### src/hw/rtl/cacc_pkg.sv
`timescale 1ns / 1ps
`default_nettype none
// ----------------------------------------------------------------------------
// cacc_pkg
// Shared types and constants of the chain atom clash checker.
// ----------------------------------------------------------------------------
package cacc_pkg;

    // sizing of the atom store and the radius table
    localparam int MAX_ATOMS   = 1024;
    localparam int NUM_KINDS   = 3;
    localparam int COORD_BITS  = 24;
    localparam int ADDR_W      = $clog2(MAX_ATOMS);
    localparam int CLASS_COUNT = 3;
    localparam int TABLE_SIZE  = NUM_KINDS * NUM_KINDS * CLASS_COUNT;
    localparam int TBL_IDX_W   = $clog2(TABLE_SIZE);

    // fixed field widths of the item
    localparam int POS_W   = 10;
    localparam int KIND_W  = 2;
    localparam int CLS_W   = 2;
    localparam int LIMIT_W = 32;

    // datapath widths
    localparam int DIFF_W = COORD_BITS + 1;
    localparam int ABS_W  = 16;
    localparam int SQ_W   = 2 * ABS_W;
    localparam int SUM_W  = SQ_W + 2;

    // closest chain separation that is checked
    localparam int MIN_SEP = 3;

    // item commands
    localparam logic CMD_WRITE = 1'b0;
    localparam logic CMD_PLACE = 1'b1;

    // separation classes
    localparam logic [CLS_W-1:0] CLS_14  = 2'd0;
    localparam logic [CLS_W-1:0] CLS_15  = 2'd1;
    localparam logic [CLS_W-1:0] CLS_FAR = 2'd2;

    // one stored atom
    typedef struct packed {
        logic signed [COORD_BITS-1:0] x;
        logic signed [COORD_BITS-1:0] y;
        logic signed [COORD_BITS-1:0] z;
        logic [KIND_W-1:0]            kind;
    } t_atom;

    // control that travels with one pair through the distance pipe
    typedef struct packed {
        logic vld;
        logic last;
    } t_pair_tag;

    // per-pair result at the tail of the distance pipe
    typedef struct packed {
        logic vld;
        logic last;
        logic hit;
    } t_pair_res;

    // sequencer states
    typedef enum logic [1:0] {
        S_IDLE,
        S_SCAN,
        S_DRAIN,
        S_DONE
    } t_state;

endpackage
`default_nettype wire

### src/hw/rtl/cacc_dist_pipe.sv
`timescale 1ns / 1ps
`default_nettype none
// ----------------------------------------------------------------------------
// cacc_dist_pipe
// Three-stage squared distance compare: abs difference, squares, sum and test.
// ----------------------------------------------------------------------------
module cacc_dist_pipe (
    input  wire logic                                   i_clk,
    input  wire logic                                   i_rst_n,
    input  wire cacc_pkg::t_pair_tag                    i_tag,
    input  wire logic signed [cacc_pkg::COORD_BITS-1:0] i_cur_x,
    input  wire logic signed [cacc_pkg::COORD_BITS-1:0] i_cur_y,
    input  wire logic signed [cacc_pkg::COORD_BITS-1:0] i_cur_z,
    input  wire cacc_pkg::t_atom                        i_atom,
    input  wire logic [cacc_pkg::LIMIT_W-1:0]           i_thr,
    output cacc_pkg::t_pair_res                         o_res
);
    import cacc_pkg::*;

    function automatic logic [DIFF_W-1:0] abs_diff(
        input logic signed [COORD_BITS-1:0] a,
        input logic signed [COORD_BITS-1:0] b
    );
        logic signed [DIFF_W-1:0] d;
        d = DIFF_W'(a) - DIFF_W'(b);
        return d[DIFF_W-1] ? DIFF_W'(-d) : DIFF_W'(d);
    endfunction

    logic [DIFF_W-1:0]  w_ax;
    logic [DIFF_W-1:0]  w_ay;
    logic [DIFF_W-1:0]  w_az;
    logic               w_far;

    // stage 1 registers
    t_pair_tag          r_s1_tag;
    logic [ABS_W-1:0]   r_s1_ax;
    logic [ABS_W-1:0]   r_s1_ay;
    logic [ABS_W-1:0]   r_s1_az;
    logic               r_s1_far;
    logic [LIMIT_W-1:0] r_s1_thr;

    // stage 2 registers
    t_pair_tag          r_s2_tag;
    logic [SQ_W-1:0]    r_s2_sx;
    logic [SQ_W-1:0]    r_s2_sy;
    logic [SQ_W-1:0]    r_s2_sz;
    logic               r_s2_far;
    logic [LIMIT_W-1:0] r_s2_thr;

    // stage 3 register
    t_pair_res          r_s3_res;
    logic [SUM_W-1:0]   w_sum;

    // absolute differences; any axis at or above 2^16 puts the pair out of reach
    always_comb begin
        w_ax  = abs_diff(i_cur_x, i_atom.x);
        w_ay  = abs_diff(i_cur_y, i_atom.y);
        w_az  = abs_diff(i_cur_z, i_atom.z);
        w_far = (64'(w_ax) >= 64'd65536) || (64'(w_ay) >= 64'd65536)
             || (64'(w_az) >= 64'd65536);
    end

    // valid chain
    always_ff @(posedge i_clk) begin
        if (!i_rst_n) begin
            r_s1_tag <= '0;
            r_s2_tag <= '0;
            r_s3_res <= '0;
        end else begin
            r_s1_tag     <= i_tag;
            r_s2_tag     <= r_s1_tag;
            r_s3_res.vld <= r_s2_tag.vld;
            r_s3_res.last <= r_s2_tag.last;
            r_s3_res.hit <= r_s2_tag.vld && !r_s2_far && (w_sum < SUM_W'(r_s2_thr));
        end
    end

    // payload stages
    always_ff @(posedge i_clk) begin
        r_s1_ax  <= ABS_W'(w_ax);
        r_s1_ay  <= ABS_W'(w_ay);
        r_s1_az  <= ABS_W'(w_az);
        r_s1_far <= w_far;
        r_s1_thr <= i_thr;

        r_s2_sx  <= SQ_W'(r_s1_ax) * SQ_W'(r_s1_ax);
        r_s2_sy  <= SQ_W'(r_s1_ay) * SQ_W'(r_s1_ay);
        r_s2_sz  <= SQ_W'(r_s1_az) * SQ_W'(r_s1_az);
        r_s2_far <= r_s1_far;
        r_s2_thr <= r_s1_thr;
    end

    // sum of squares
    assign w_sum = SUM_W'(r_s2_sx) + SUM_W'(r_s2_sy) + SUM_W'(r_s2_sz);

    assign o_res = r_s3_res;

endmodule
`default_nettype wire

### config.mk
export PLATFORM = sky130hd
export DESIGN_NAME = cacc_dist_pipe
export DESIGN_NICKNAME = d
export VERILOG_FILES = /design/src/hw/rtl/cacc_pkg.sv /design/src/hw/rtl/cacc_dist_pipe.sv
export SDC_FILE = /design/constraint.sdc
export NUM_CORES = 2
export LEC_CHECK = 0
export BUFFER_PORTS_ARGS = -buffer_cell sky130_fd_sc_hd__buf_2
export CAP_MARGIN = 0
export CORE_MARGIN = 8
export CORE_UTILIZATION = 65
export DETAILED_ROUTE_END_ITERATION = 10
export PLACE_DENSITY = 0.94
export SLEW_MARGIN = 15
export SYNTH_ARGS = -nofsm -noshare
export SYNTH_HDL_FRONTEND = slang
export SYNTH_SLANG_ARGS = --single-unit
### constraint.sdc
create_clock -name i_clk -period 9.15 [get_ports i_clk]
set_input_delay 1.3725 -clock i_clk [delete_from_list [all_inputs] [get_ports i_clk]]
set_output_delay 1.3725 -clock i_clk [all_outputs]
set_load 0.02 [all_outputs]
==> results.toml <==
[clock_tree]
cts_root_buf = "clkbuf_16"
cts_buffers = 26
clk_pin_slew_ps = 60
cts_buffer_depth = 3
holdBufCountCts = 0
ctsResizeCount = 0
clkLatencyLatePin_ps = 580
htree_levels = 1
cts_sinks = 214
cts_setup_buffers = 0
tritoncts = "yes"

[cells_and_area]
areaGrowthSynthToFinish_pct = 6.69
nNetsFinal = 5241
final_cells = 4816
antenna_cells = 0
drive_above_1_share_pct = 7.06
finish.utilization_pct = 69.6

[floorplanning]
core_area_um2 = 53500
die_h_um = 248
rows = 85
die_x_um = 248
start_util_pct = 65.2
pin_count = 185
fp.dieArea_um2 = 61400

[drt]
ant_nets = 0
drc = 0
wire_per_inst_um = 17.1
routed_wl_mm = 82.2
vias = 27900
drtIter0Drc = 1912
first_pass_iters = 6
drt-vias-per-instance = 5.80

[status]
status = "finished, final reports clean"

[worst_setup_path]
reg2reg_from = "r_s1_az[2]$_DFF_P_"
cp_max_fo = 16
cp-start-kind = "register"
crit_arrival_ps = 8280
reg2reg_slack_ps = 1340
timing.rr.end = "r_s2_sz[31]$_DFF_P_"
cpPeakStageDelay_ps = 810
endpoint_kind = "register"
cpMostUsedCell = "fa_1"
r2r_cells = 23
slowest_stage = "dfxtp_1"
path_class = "reg -> reg"
cp-startpoint = "r_s1_az[2]$_DFF_P_"
path_cells = "inv_1, nor2_1, ha_1, xor2_1, fa_1, inv_1, fa_1, fa_1, fa_1, inv_1, fa_1, inv_1, ha_1, nand2_1, o31a_1, a221oi_1, a211oi_1, nor3_1, a21oi_1, a311oi_1, a21o_1, a21oi_1, xnor2_1"
required_ps = 9610

[min_path]
worstHoldPathCells = 0
min_from = "r_s1_thr[28]$_DFF_P_"
hold_end = "r_s2_thr[28]$_DFF_P_"
holdCritPathClass = "reg -> reg"

[job]
cap_violations = 0

[yosys]
yosysSeqAreaShare_pct = 12.3
syn-instance-count = 3983
synth_flop_cell = "dfxtp_1"
syn_area_um2 = 34900
async_flop_share_pct = 0
synth_area_per_cell_um2 = 8.76
ys_ff_latch = 214
synth.distinct_cells = 102
synth_edf_count = 0
ys.warnings.count = 0

[sta]
tns_ps = 0
setup_ws_ps = 1340
clock_skew_ps = 39.2
finalSetupViolations = 0
max_freq_ghz = 0.128
final-hold-violation-count = 0
rsz0062_at_grt = "no"
max-slew-margin-rel_pct = 30.9
final.min_clock_period_ps = 7810
finalMaxSlewViolations = 0
period_share_pct = 85.4
max_slew.worst_pin.slew_ps = 1020

[placed_design]
gp_congestion = 0.918
portBuffers = 182
dp_slack_ps = 1510
place_hpwl_mm = 66.7
placed_cells = 4770

[global_route]
grt-ovfl-total = 0
antenna_found_initial = 1
grt_max_degree = 28
grt_pass1_vias = 30600
grt_pass1_wl_mm = 139
grt_usage_pct = 27.3
-- Yosys cell counts (16+ instances only) --
library cell / instances / share of area (%)
a211oi_1: 16 / 0.34
a21o_1: 62 / 1.3
a21oi_1: 162 / 2.3
a31oi_1: 21 / 0.38
and2_1: 145 / 2.6
and3_1: 26 / 0.47
clkbuf_1: 88 / 0.95
dfxtp_1: 214 / 12
fa_1: 521 / 30
ha_1: 436 / 16
inv_1: 922 / 9.9
nand2_1: 327 / 3.5
nand2b_1: 44 / 0.79
nand3_1: 58 / 0.83
nor2_1: 185 / 2.0
nor2b_1: 29 / 0.52
nor3_1: 38 / 0.54
o21a_1: 26 / 0.56
o21ai_0: 102 / 1.5
o21bai_1: 22 / 0.47
or3_1: 17 / 0.30
xnor2_1: 150 / 3.8
xor2_1: 73 / 1.8
-- cells in the final DEF, fill, tap and decap left out, types with 7 or more instances in the layout --
| master | synthesis | routed |
|---|---|---|
| nand4_1 | 15 | 15 |
| and3_1 | 26 | 26 |
| inv_1 | 922 | 922 |
| a2111oi_0 | 10 | 10 |
| o21ai_0 | 102 | 102 |
| a31o_2 | 10 | 10 |
| nor3_1 | 38 | 38 |
| a31oi_1 | 21 | 21 |
| o21ai_1 | 15 | 15 |
| nand3b_1 | 11 | 11 |
| buf_2 | 6 | 182 |
| dfxtp_1 | 214 | 214 |
| xnor2_1 | 150 | 150 |
| or2_2 | 12 | 12 |
| o31ai_1 | 14 | 13 |
| nor4_1 | 9 | 9 |
| a21boi_0 | 7 | 7 |
| and2_1 | 145 | 145 |
| nand3_1 | 58 | 58 |
| a211oi_1 | 16 | 16 |
| a21o_1 | 62 | 62 |
| or3_1 | 17 | 17 |
| o2111ai_1 | 7 | 7 |
| clkbuf_16 | 0 | 27 |
| or4_1 | 7 | 7 |
| o21bai_1 | 22 | 22 |
| fa_1 | 521 | 521 |
| nand2b_1 | 44 | 44 |
| xor2_1 | 73 | 73 |
| nor2_1 | 185 | 185 |
| nor2b_1 | 29 | 29 |
| a21oi_1 | 162 | 162 |
| a211o_1 | 9 | 9 |
| ha_1 | 436 | 436 |
| nor3b_1 | 7 | 7 |
| o21a_1 | 26 | 26 |
| nand2_1 | 327 | 327 |
| mux2i_1 | 7 | 7 |
| o211ai_1 | 15 | 15 |
-- area by class of cell --
| class | instances | area (um^2) |
|---|---|---|
| fill | 3638 | 16300 |
| timing repair buffer | 185 | 933 |
| multi-input combinational | 2751 | 26800 |
| clock inverter | 17 | 176 |
| inverter | 924 | 3470 |
| sequential | 214 | 4280 |
| tap | 696 | 871 |
| clock buffer | 29 | 693 |
-- cells by family (layout without fill, tap and decap cells) --
kind of cell               after synthesis  after routing  synth area share (%)
adders and majority gates              957            957                  45.5
and+or+nand+nor                        959            959                  13.6
other                                    2              3                0.0215
AOI/OAI and AO/OA                      593            593                  11.4
buffers and inverters                 1019           1155                  11.0
xor gates and xnor gates               226            226                  5.77
DFF                                    214            214                  12.3
muxes                                   13             13                 0.394
-- worst max path at each step --
stage	to	slack [ps]
finish	r_s2_sz[31]$_DFF_P_	1340
global route	r_s2_sy[31]$_DFF_P_	990
CTS	r_s2_sy[31]$_DFF_P_	1480
detailed placement	r_s2_sy[31]$_DFF_P_	1510
global placement	r_s2_sy[31]$_DFF_P_	1770
floorplan	r_s2_sy[31]$_DFF_P_	2340
-- sequential cells by signal, indices dropped and copies added, names as in the netlist --
signal,count
r_s1_ay,16
o_res,3
r_s2_sy,31
r_s1_far,1
r_s2_thr,32
r_s2_tag,2
r_s2_far,1
r_s1_thr,32
r_s1_ax,16
r_s1_tag,2
r_s2_sz,31
r_s1_az,16
r_s2_sx,31
-- layer usage --
layer | routed length, um | vias to the layer above | share of wire, % | track usage, %
met2 | 41100 | 1131 | 50 | 48.7
met1 | 30900 | 13600 | 38 | 31.3
met3 | 5240 | 364 | 6.4 | 3.87
li1 | - | 12800 | - | -
met4 | 5010 | 2 | 6.1 | 15.3
met5 | 12 | - | 0.015 | 0
-- critical path, delay by kind of cell (launching register included) --
family / cells / cell delay [ps]
AOI/OAI and AO/OA: 7 / 2030
buffers and inverters: 4 / 500
xor gates and xnor gates: 2 / 310
DFF: 1 / 810
adders and majority gates: 7 / 3220
and+or+nand+nor: 3 / 820
-- per-stage QoR --
step,hold WS [ps],cell area (um^2)
2_1_floorplan,310,34900
3_3_place_gp,312,36400
3_5_place_dp,312,36400
4_1_cts,305,37200
5_1_grt,311,37200
6_report,306,37200
Power is not shown: default switching activity piles up to over one toggle a cycle in this logic, so the estimate is an artifact.
