`config.mk`:
```
export PLATFORM = sky130hd
export DESIGN_NAME = cacc_radius_table
export DESIGN_NICKNAME = d
export VERILOG_FILES = /design/src/hw/rtl/cacc_pkg.sv /design/src/hw/rtl/cacc_radius_table.sv
export SDC_FILE = /design/constraint.sdc
export NUM_CORES = 1
export LEC_CHECK = 0
export ABC_CLOCK_PERIOD_IN_PS = 16200
export BUFFER_PORTS_ARGS = -buffer_cell sky130_fd_sc_hd__buf_4
export CAP_MARGIN = 30
export CORE_MARGIN = 2
export CORE_UTILIZATION = 60
export CTS_CLUSTER_DIAMETER = 150
export DETAILED_ROUTE_END_ITERATION = 10
export PLACE_DENSITY = 0.78
export SETUP_SLACK_MARGIN = 0.4
export SLEW_MARGIN = 25
export SYNTH_ARGS = -nofsm -noshare
export SYNTH_HDL_FRONTEND = slang
export SYNTH_SLANG_ARGS = --single-unit
```
`constraint.sdc`:
```
create_clock -name i_clk -period 16.2 [get_ports i_clk]
set_input_delay 4.86 -clock i_clk [delete_from_list [all_inputs] [get_ports i_clk]]
set_output_delay 4.86 -clock i_clk [all_outputs]
set_load 0.05 [all_outputs]
```
`src/hw/rtl/cacc_pkg.sv`:
```
`timescale 1ns / 1ps
`default_nettype none
// ----------------------------------------------------------------------------
// cacc_pkg
// Shared types and constants of the chain atom clash checker.
// ----------------------------------------------------------------------------
package cacc_pkg;

    // sizing of the atom store and the radius table
    localparam int MAX_ATOMS   = 1024;
    localparam int NUM_KINDS   = 3;
    localparam int COORD_BITS  = 24;
    localparam int ADDR_W      = $clog2(MAX_ATOMS);
    localparam int CLASS_COUNT = 3;
    localparam int TABLE_SIZE  = NUM_KINDS * NUM_KINDS * CLASS_COUNT;
    localparam int TBL_IDX_W   = $clog2(TABLE_SIZE);

    // fixed field widths of the item
    localparam int POS_W   = 10;
    localparam int KIND_W  = 2;
    localparam int CLS_W   = 2;
    localparam int LIMIT_W = 32;

    // datapath widths
    localparam int DIFF_W = COORD_BITS + 1;
    localparam int ABS_W  = 16;
    localparam int SQ_W   = 2 * ABS_W;
    localparam int SUM_W  = SQ_W + 2;

    // closest chain separation that is checked
    localparam int MIN_SEP = 3;

    // item commands
    localparam logic CMD_WRITE = 1'b0;
    localparam logic CMD_PLACE = 1'b1;

    // separation classes
    localparam logic [CLS_W-1:0] CLS_14  = 2'd0;
    localparam logic [CLS_W-1:0] CLS_15  = 2'd1;
    localparam logic [CLS_W-1:0] CLS_FAR = 2'd2;

    // one stored atom
    typedef struct packed {
        logic signed [COORD_BITS-1:0] x;
        logic signed [COORD_BITS-1:0] y;
        logic signed [COORD_BITS-1:0] z;
        logic [KIND_W-1:0]            kind;
    } t_atom;

    // control that travels with one pair through the distance pipe
    typedef struct packed {
        logic vld;
        logic last;
    } t_pair_tag;

    // per-pair result at the tail of the distance pipe
    typedef struct packed {
        logic vld;
        logic last;
        logic hit;
    } t_pair_res;

    // sequencer states
    typedef enum logic [1:0] {
        S_IDLE,
        S_SCAN,
        S_DRAIN,
        S_DONE
    } t_state;

endpackage
`default_nettype wire

```
`src/hw/rtl/cacc_radius_table.sv`:
```
`timescale 1ns / 1ps
`default_nettype none
// ----------------------------------------------------------------------------
// cacc_radius_table
// Squared clash radius per kind pair and separation class, cleared on reset.
// ----------------------------------------------------------------------------
module cacc_radius_table (
    input  wire logic                         i_clk,
    input  wire logic                         i_rst_n,
    input  wire logic                         i_we,
    input  wire logic [cacc_pkg::KIND_W-1:0]  i_wr_kind,
    input  wire logic [cacc_pkg::KIND_W-1:0]  i_wr_partner,
    input  wire logic [cacc_pkg::CLS_W-1:0]   i_wr_cls,
    input  wire logic [cacc_pkg::LIMIT_W-1:0] i_wr_value,
    input  wire logic [cacc_pkg::KIND_W-1:0]  i_rd_kind,
    input  wire logic [cacc_pkg::KIND_W-1:0]  i_rd_partner,
    input  wire logic [cacc_pkg::CLS_W-1:0]   i_rd_cls,
    output logic      [cacc_pkg::LIMIT_W-1:0] o_rd_value
);
    import cacc_pkg::*;

    logic [LIMIT_W-1:0] r_tbl [TABLE_SIZE];
    logic               w_wr_ok;
    logic               w_rd_ok;
    logic [TBL_IDX_W-1:0] w_wr_idx;
    logic [TBL_IDX_W-1:0] w_rd_idx;

    function automatic logic in_range(
        input logic [KIND_W-1:0] a,
        input logic [KIND_W-1:0] b,
        input logic [CLS_W-1:0]  c
    );
        return (32'(a) < NUM_KINDS) && (32'(b) < NUM_KINDS) && (32'(c) < CLASS_COUNT);
    endfunction

    function automatic logic [TBL_IDX_W-1:0] tbl_index(
        input logic [KIND_W-1:0] a,
        input logic [KIND_W-1:0] b,
        input logic [CLS_W-1:0]  c
    );
        int idx;
        idx = (32'(a) * NUM_KINDS + 32'(b)) * CLASS_COUNT + 32'(c);
        return TBL_IDX_W'(idx);
    endfunction

    // index decode for both ports
    always_comb begin
        w_wr_ok  = in_range(i_wr_kind, i_wr_partner, i_wr_cls);
        w_rd_ok  = in_range(i_rd_kind, i_rd_partner, i_rd_cls);
        w_wr_idx = tbl_index(i_wr_kind, i_wr_partner, i_wr_cls);
        w_rd_idx = tbl_index(i_rd_kind, i_rd_partner, i_rd_cls);
    end

    // table entries, out-of-range writes dropped
    always_ff @(posedge i_clk) begin
        if (!i_rst_n) begin
            for (int i = 0; i < TABLE_SIZE; i++) begin
                r_tbl[i] <= '0;
            end
        end else if (i_we && w_wr_ok) begin
            r_tbl[w_wr_idx] <= i_wr_value;
        end
    end

    // a pair with an unknown kind never clashes
    assign o_rd_value = w_rd_ok ? r_tbl[w_rd_idx] : '0;

endmodule
`default_nettype wire

```
==> results.txt, run 1 <==
worst rel slew slack: 36.1%
post-route design area: 51100 um2
CTS tree: done
status: finished clean
H-tree Lvls: 3
crit-path most repeated cell: ha_1
hold buffers post-CTS: 0
Max-Cap Viols: 0
crit path DAT: 9.29 ns
warnings from Yosys: 0
largest net degree at the start of global routing: 80
top cells by count, synth: edfxtp_1, and2_1, mux4_2
Design Power: 7.47 mW
Clock Sinks: 1024
CTS Buf Count: 99
routed vias/inst: 6.67
biggest registers after layout: r_tbl (1024)
fillcell total: 4775
drt initial violations: 3338
DR DRC count: 0
Final Util: 67.4%
I/O pin count: 79
area leader, netlist: edfxtp_1
final setup margin: 2.05 ns
Seq/Total Area, Yosys: 66.9%
syn_nets: 2857
end point of the critical path: o_rd_value[5]
Layout Nets: 2855
clk buf depth: 3
min-delay src: i_wr_value[10]
Initial Util: 60.6%
Synth cell types: 42
Reg clk slew, reported paths: 0.06 ns
Power per Cell Area: 146 nW/um2
Final Max Tran Viols: 0
Setup crit start: i_rd_kind[0]
syn avg cell area: 16.5 um2
slowest stage delay, CP: 0.55 ns
first-pass GRT wire length: 169000 um
area grow syn2layout: 11.3%
Area after DPL: 48000 um2
share of layout cells above drive strength 1: 21.3%
Async SR Flop Fraction: 0%
Critical Path, Cell by Cell: buf_4 -> fa_1 -> ha_1 -> fa_1 -> inv_1 -> ha_1 -> inv_1 -> ha_1 -> xor2_4 -> buf_12 -> nand3_1 -> and3_1 -> o21ai_0 -> buf_4
Synth Instances: 2784
port bufs: 78
Total GRT Usage: 29.6%
worst vdd ir: 0.154 mV
num rows: 101
antenna violations before repair: 5
number of setup violations in the final report: 0
count leader, synth: edfxtp_1
Routed WL per cell: 29.7 um
final wirelength: 114000 um
RSZ-0062 raised after global routing: no
root buffer cell: clkbuf_16
crit path launch type: input port
die area: 78800 um2
Final period util: 87.4%
area share of the largest cell type after synthesis: 66.9%
minimum clock period: 14.15 ns
Reg with most FFs: r_tbl
Leak: 17.6 nW
Worst setup EP type: primary output
Post-DRT Antenna Nets: 0
Worst Tran Pin Value: 0.958 ns
WP data required: 11.34 ns
Worst Hold Path Cells: 1
#FFs+latches synth: 1024
worst hold path class: in -> reg
Setup WS pre-CTS: 1.75 ns
Die W: 281 um
post-CTS sizing: 0
first drt pass iteration count: 6
Post-CTS Setup Bufs: 0
total gr overflow: 0
endpoints failing hold: 0
setup_tns: 0 ns
max reg flops: 1024
FMAX: 70.7 MHz
Post-synth EDFFs: 1024
core box area: 75800 um2
slowest stage cell on the critical path: fa_1
synth top area cells: edfxtp_1, mux4_2, and2_1, clkbuf_1, mux2i_1
vias in the first global route: 26123
GPL Wtd Cong: 0.829
chip height: 281 um
Crit Path Max Fanout: 79
Vias: 25582
dominant synthesized flop cell: edfxtp_1
post-synthesis cell area: 45900 um2
worst setup path category: in -> out
Post-DP HPWL: 64600 um
-- routing by layer --
metal	part of all wire, %	track usage [%]	vias to the layer above
li1	-	-	10437
met1	37	42.3	13167
met2	49	46.8	1775
met3	12	5.78	201
met4	2.6	9.43	2
met5	0.011	0	-
-- metrics by stage --
stage / std cells / hold WS, ns
3_5_place_dp: 3657 / 5.28
4_1_cts: 3834 / 4.59
3_3_place_gp: 3641 / 5.26
6_report: 3837 / 4.61
5_1_grt: 3836 / 4.61
2_1_floorplan: 2784 / 4.96
-- final cells by class --
class	count	area [um2]	area share, %
Sequential cell	1024	30700	60.2
Multi-Input combinational cell	1500	14600	28.5
Clock buffer	119	2620	5.12
Timing Repair Buffer	142	1420	2.78
Tap cell	978	1220	2.39
Clock inverter	58	479	0.938
Inverter	15	56.3	0.110
Antenna cell	1	2.50	0.00490
-- cells in the final DEF (no fill, tap or decap), types with 6 or more instances in the layout --
cell type,Yosys,routed
ha_1,18,16
and2_1,864,864
nor2_4,0,6
a22oi_1,32,32
bufinv_16,0,7
buf_12,0,17
nand2b_4,0,16
edfxtp_1,1024,1024
buf_4,1,118
clkbuf_1,193,17
fa_1,8,7
clkbuf_16,0,102
mux2i_1,62,62
o21ai_0,33,32
o22a_1,31,31
nor3_4,7,20
and3_1,33,33
nand2b_2,0,11
clkinv_1,0,26
mux4_2,256,256
buf_16,0,7
clkinv_2,0,17
nand3_1,69,69
inv_1,15,15
-- where the power goes --
group	switching (mW)	internal, mW	leakage, nW
combinational	1.35	0.776	6.43
sequential	0.0420	3.07	9.65
clock	0.977	1.26	1.52
-- cells by family after synthesis --
family / Yosys count / synth area share, %
AOI/OAI and AO/OA: 107 / 1.67
xor gates and xnor gates: 6 / 0.131
adders and majority gates: 26 / 0.839
buffers and inverters: 260 / 2.26
DFF: 1024 / 66.9
muxes: 318 / 13.9
and+or+nand+nor: 1043 / 14.3
-- worst min-delay path by stage --
| stage | endpoint | slack (ns) |
|---|---|---|
| after floorplan | r_tbl[27][0] | 4.96 |
| after global placement | r_tbl[27][10] | 5.26 |
| after detailed placement | r_tbl[27][10] | 5.28 |
| after CTS | r_tbl[27][3] | 4.59 |
| after global routing | r_tbl[27][14] | 4.61 |
| final | r_tbl[27][10] | 4.61 |
-- critical path, delay by kind of cell --
kind	cells	cell delay, ns
adder cells (fa/ha/maj)	5	1.98
AO/OA/AOI/OAI	1	0.43
XOR/XNOR	1	0.55
AND/OR/NAND/NOR	2	0.35
buffers and inverters	5	0.98
No activity file was read; power rests on OpenSTA's default activity.
==> inputs of run 2 (changes only) <==
CELL_PAD_IN_SITES_DETAIL_PLACEMENT = 1   (was unset)
CELL_PAD_IN_SITES_GLOBAL_PLACEMENT = 1   (was unset)
CORE_UTILIZATION = 59   (was 60)
MAX_ROUTING_LAYER = met4   (was unset)
PLACE_DENSITY = 0.89   (was 0.78)
==> run 2 against run 1 <==
  * First-iteration DRC count rose by 56%
  * Final area up 0.52%
  * Fmax decreased by 4.3%
  * Clock power is 9.8% higher
  * Sequential power rose by 1%
  * Total power up 6.8%
  * Hold slack better by 0.0084 ns
  * Combinational power increased by 12%
  * Die area increased by 1.7%
  * Cell count up 2.1%
==> results.txt, run 2 (synthesis gave the netlist of run 1 again) <==
total gr overflow: 0
multi-input logic area: 14500 um2
Power per Cell Area: 155 nW/um2
Final Util: 66.5%
max reg flops: 1024
chip height: 283 um
drt initial violations: 5204
Setup WS pre-CTS: 1.52 ns
antenna violations before repair: 6
register area: 30700 um2
worst hold path class: in -> reg
area grow syn2layout: 11.8%
CTS Buf Count: 97
post-route design area: 51400 um2
setup_tns: 0 ns
crit path launch type: input port
Design Power: 7.98 mW
worst vdd ir: 0.156 mV
clk buf depth: 3
most frequent cells in the layout: edfxtp_1, and2_1, mux4_2
num rows: 102
Metal-1 WL: 53200 um
core box area: 77200 um2
Post-DP HPWL: 77300 um
worst rel slew slack: 27.9%
Final period util: 91.3%
routed wl met2: 77900 um
DR DRC count: 0
Reg clk slew, reported paths: 0.07 ns
number of setup violations in the final report: 0
first-pass GRT wire length: 211000 um
routed vias/inst: 7.46
Total GRT Usage: 37.3%
first drt pass iteration count: 5
RSZ-0062 raised after global routing: no
crit path DAT: 9.93 ns
final setup margin: 1.41 ns
port bufs: 78
CTS tree: done
Routed WL per cell: 41.0 um
GPL Wtd Cong: 0.885
final wirelength: 161000 um
Area after DPL: 48000 um2
Vias: 29196
Post-DRT Antenna Nets: 0
Initial Util: 59.5%
Top Layer Used: met4
post-CTS sizing: 0
Post-CTS Setup Bufs: 0
H-tree Lvls: 3
die area: 80100 um2
hold buffers post-CTS: 0
largest net degree at the start of global routing: 115
Leak: 17.7 nW
Crit Path Max Fanout: 75
minimum clock period: 14.79 ns
FMAX: 67.6 MHz
endpoints failing hold: 0
I/O pin count: 79
Max-Cap Viols: 0
WL met3: 21200 um
Clock Sinks: 1024
Final Max Tran Viols: 0
status: finished clean
root buffer cell: clkbuf_16
fillcell total: 6362
Die W: 283 um
worst setup path category: in -> out
vias in the first global route: 28379
share of layout cells above drive strength 1: 21.3%
Layout Nets: 2857
Reg with most FFs: r_tbl
leading cell type in the layout, fill and taps excluded: edfxtp_1
biggest registers after layout: r_tbl (1024)
WP data required: 11.34 ns
Worst setup EP type: primary output
Worst Tran Pin Value: 1.08 ns
-- run 2: changes by cell type in the layout (fill, tap and decap cells not counted), sizes merged --
cell    change
clkinv      -6
diode      +11
clkbuf      +6
buf         +4
inv         -3
bufinv      +5
-- run 2: through the flow --
step | cells | hold slack [ns]
6_report | 3916 | 4.62
5_1_grt | 3911 | 4.61
4_1_cts | 3898 | 4.61
3_5_place_dp | 3719 | 5.29
3_3_place_gp | 3699 | 5.26
2_1_floorplan | 2784 | 4.96
-- run 2: final timing paths --
kind / start / endpoint / slack (ns) / cells past startpoint
max: i_rd_kind[0] / o_rd_value[0] / 1.41 / 15
min: i_wr_value[4] / r_tbl[27][4] / 4.62 / 1
-- run 2: worst max-delay path: stages --
cell and delay [ns]:
buf_4 0.13, fa_1 0.51, ha_1 0.24, fa_1 0.56, inv_1 0.06, ha_1 0.31
inv_1 0.08, ha_1 0.51, xor2_4 0.49, buf_16 0.24, buf_12 0.47, nand3_1 0.24
and3_1 0.26, o21ai_0 0.59, buf_4 0.33
-- run 2: final cells by class --
cell class                      instances  area share [%]
Clock inverter                         54            1.09
Tap cell                             1040            2.53
Timing Repair Buffer                  146            3.03
Sequential cell                      1024            59.9
Antenna cell                           12          0.0585
Clock buffer                          125            5.10
Multi-Input combinational cell       1500            28.2
Inverter                               15           0.110
-- run 2: power breakdown --
part	switching [mW]	leakage (nW)	internal, mW
Sequential	0.0784	9.65	3.07
Combinational	1.59	6.47	0.785
Clock	1.12	1.55	1.33
Total	2.79	17.7	5.19
-- run 2: per-layer routing --
layer | global-route usage [%] | vias to the layer above
li1 | - | 10435
met1 | 49.3 | 14852
met2 | 60.1 | 3235
met3 | 6.84 | 674
met4 | 10.9 | 0
met5 | - | -
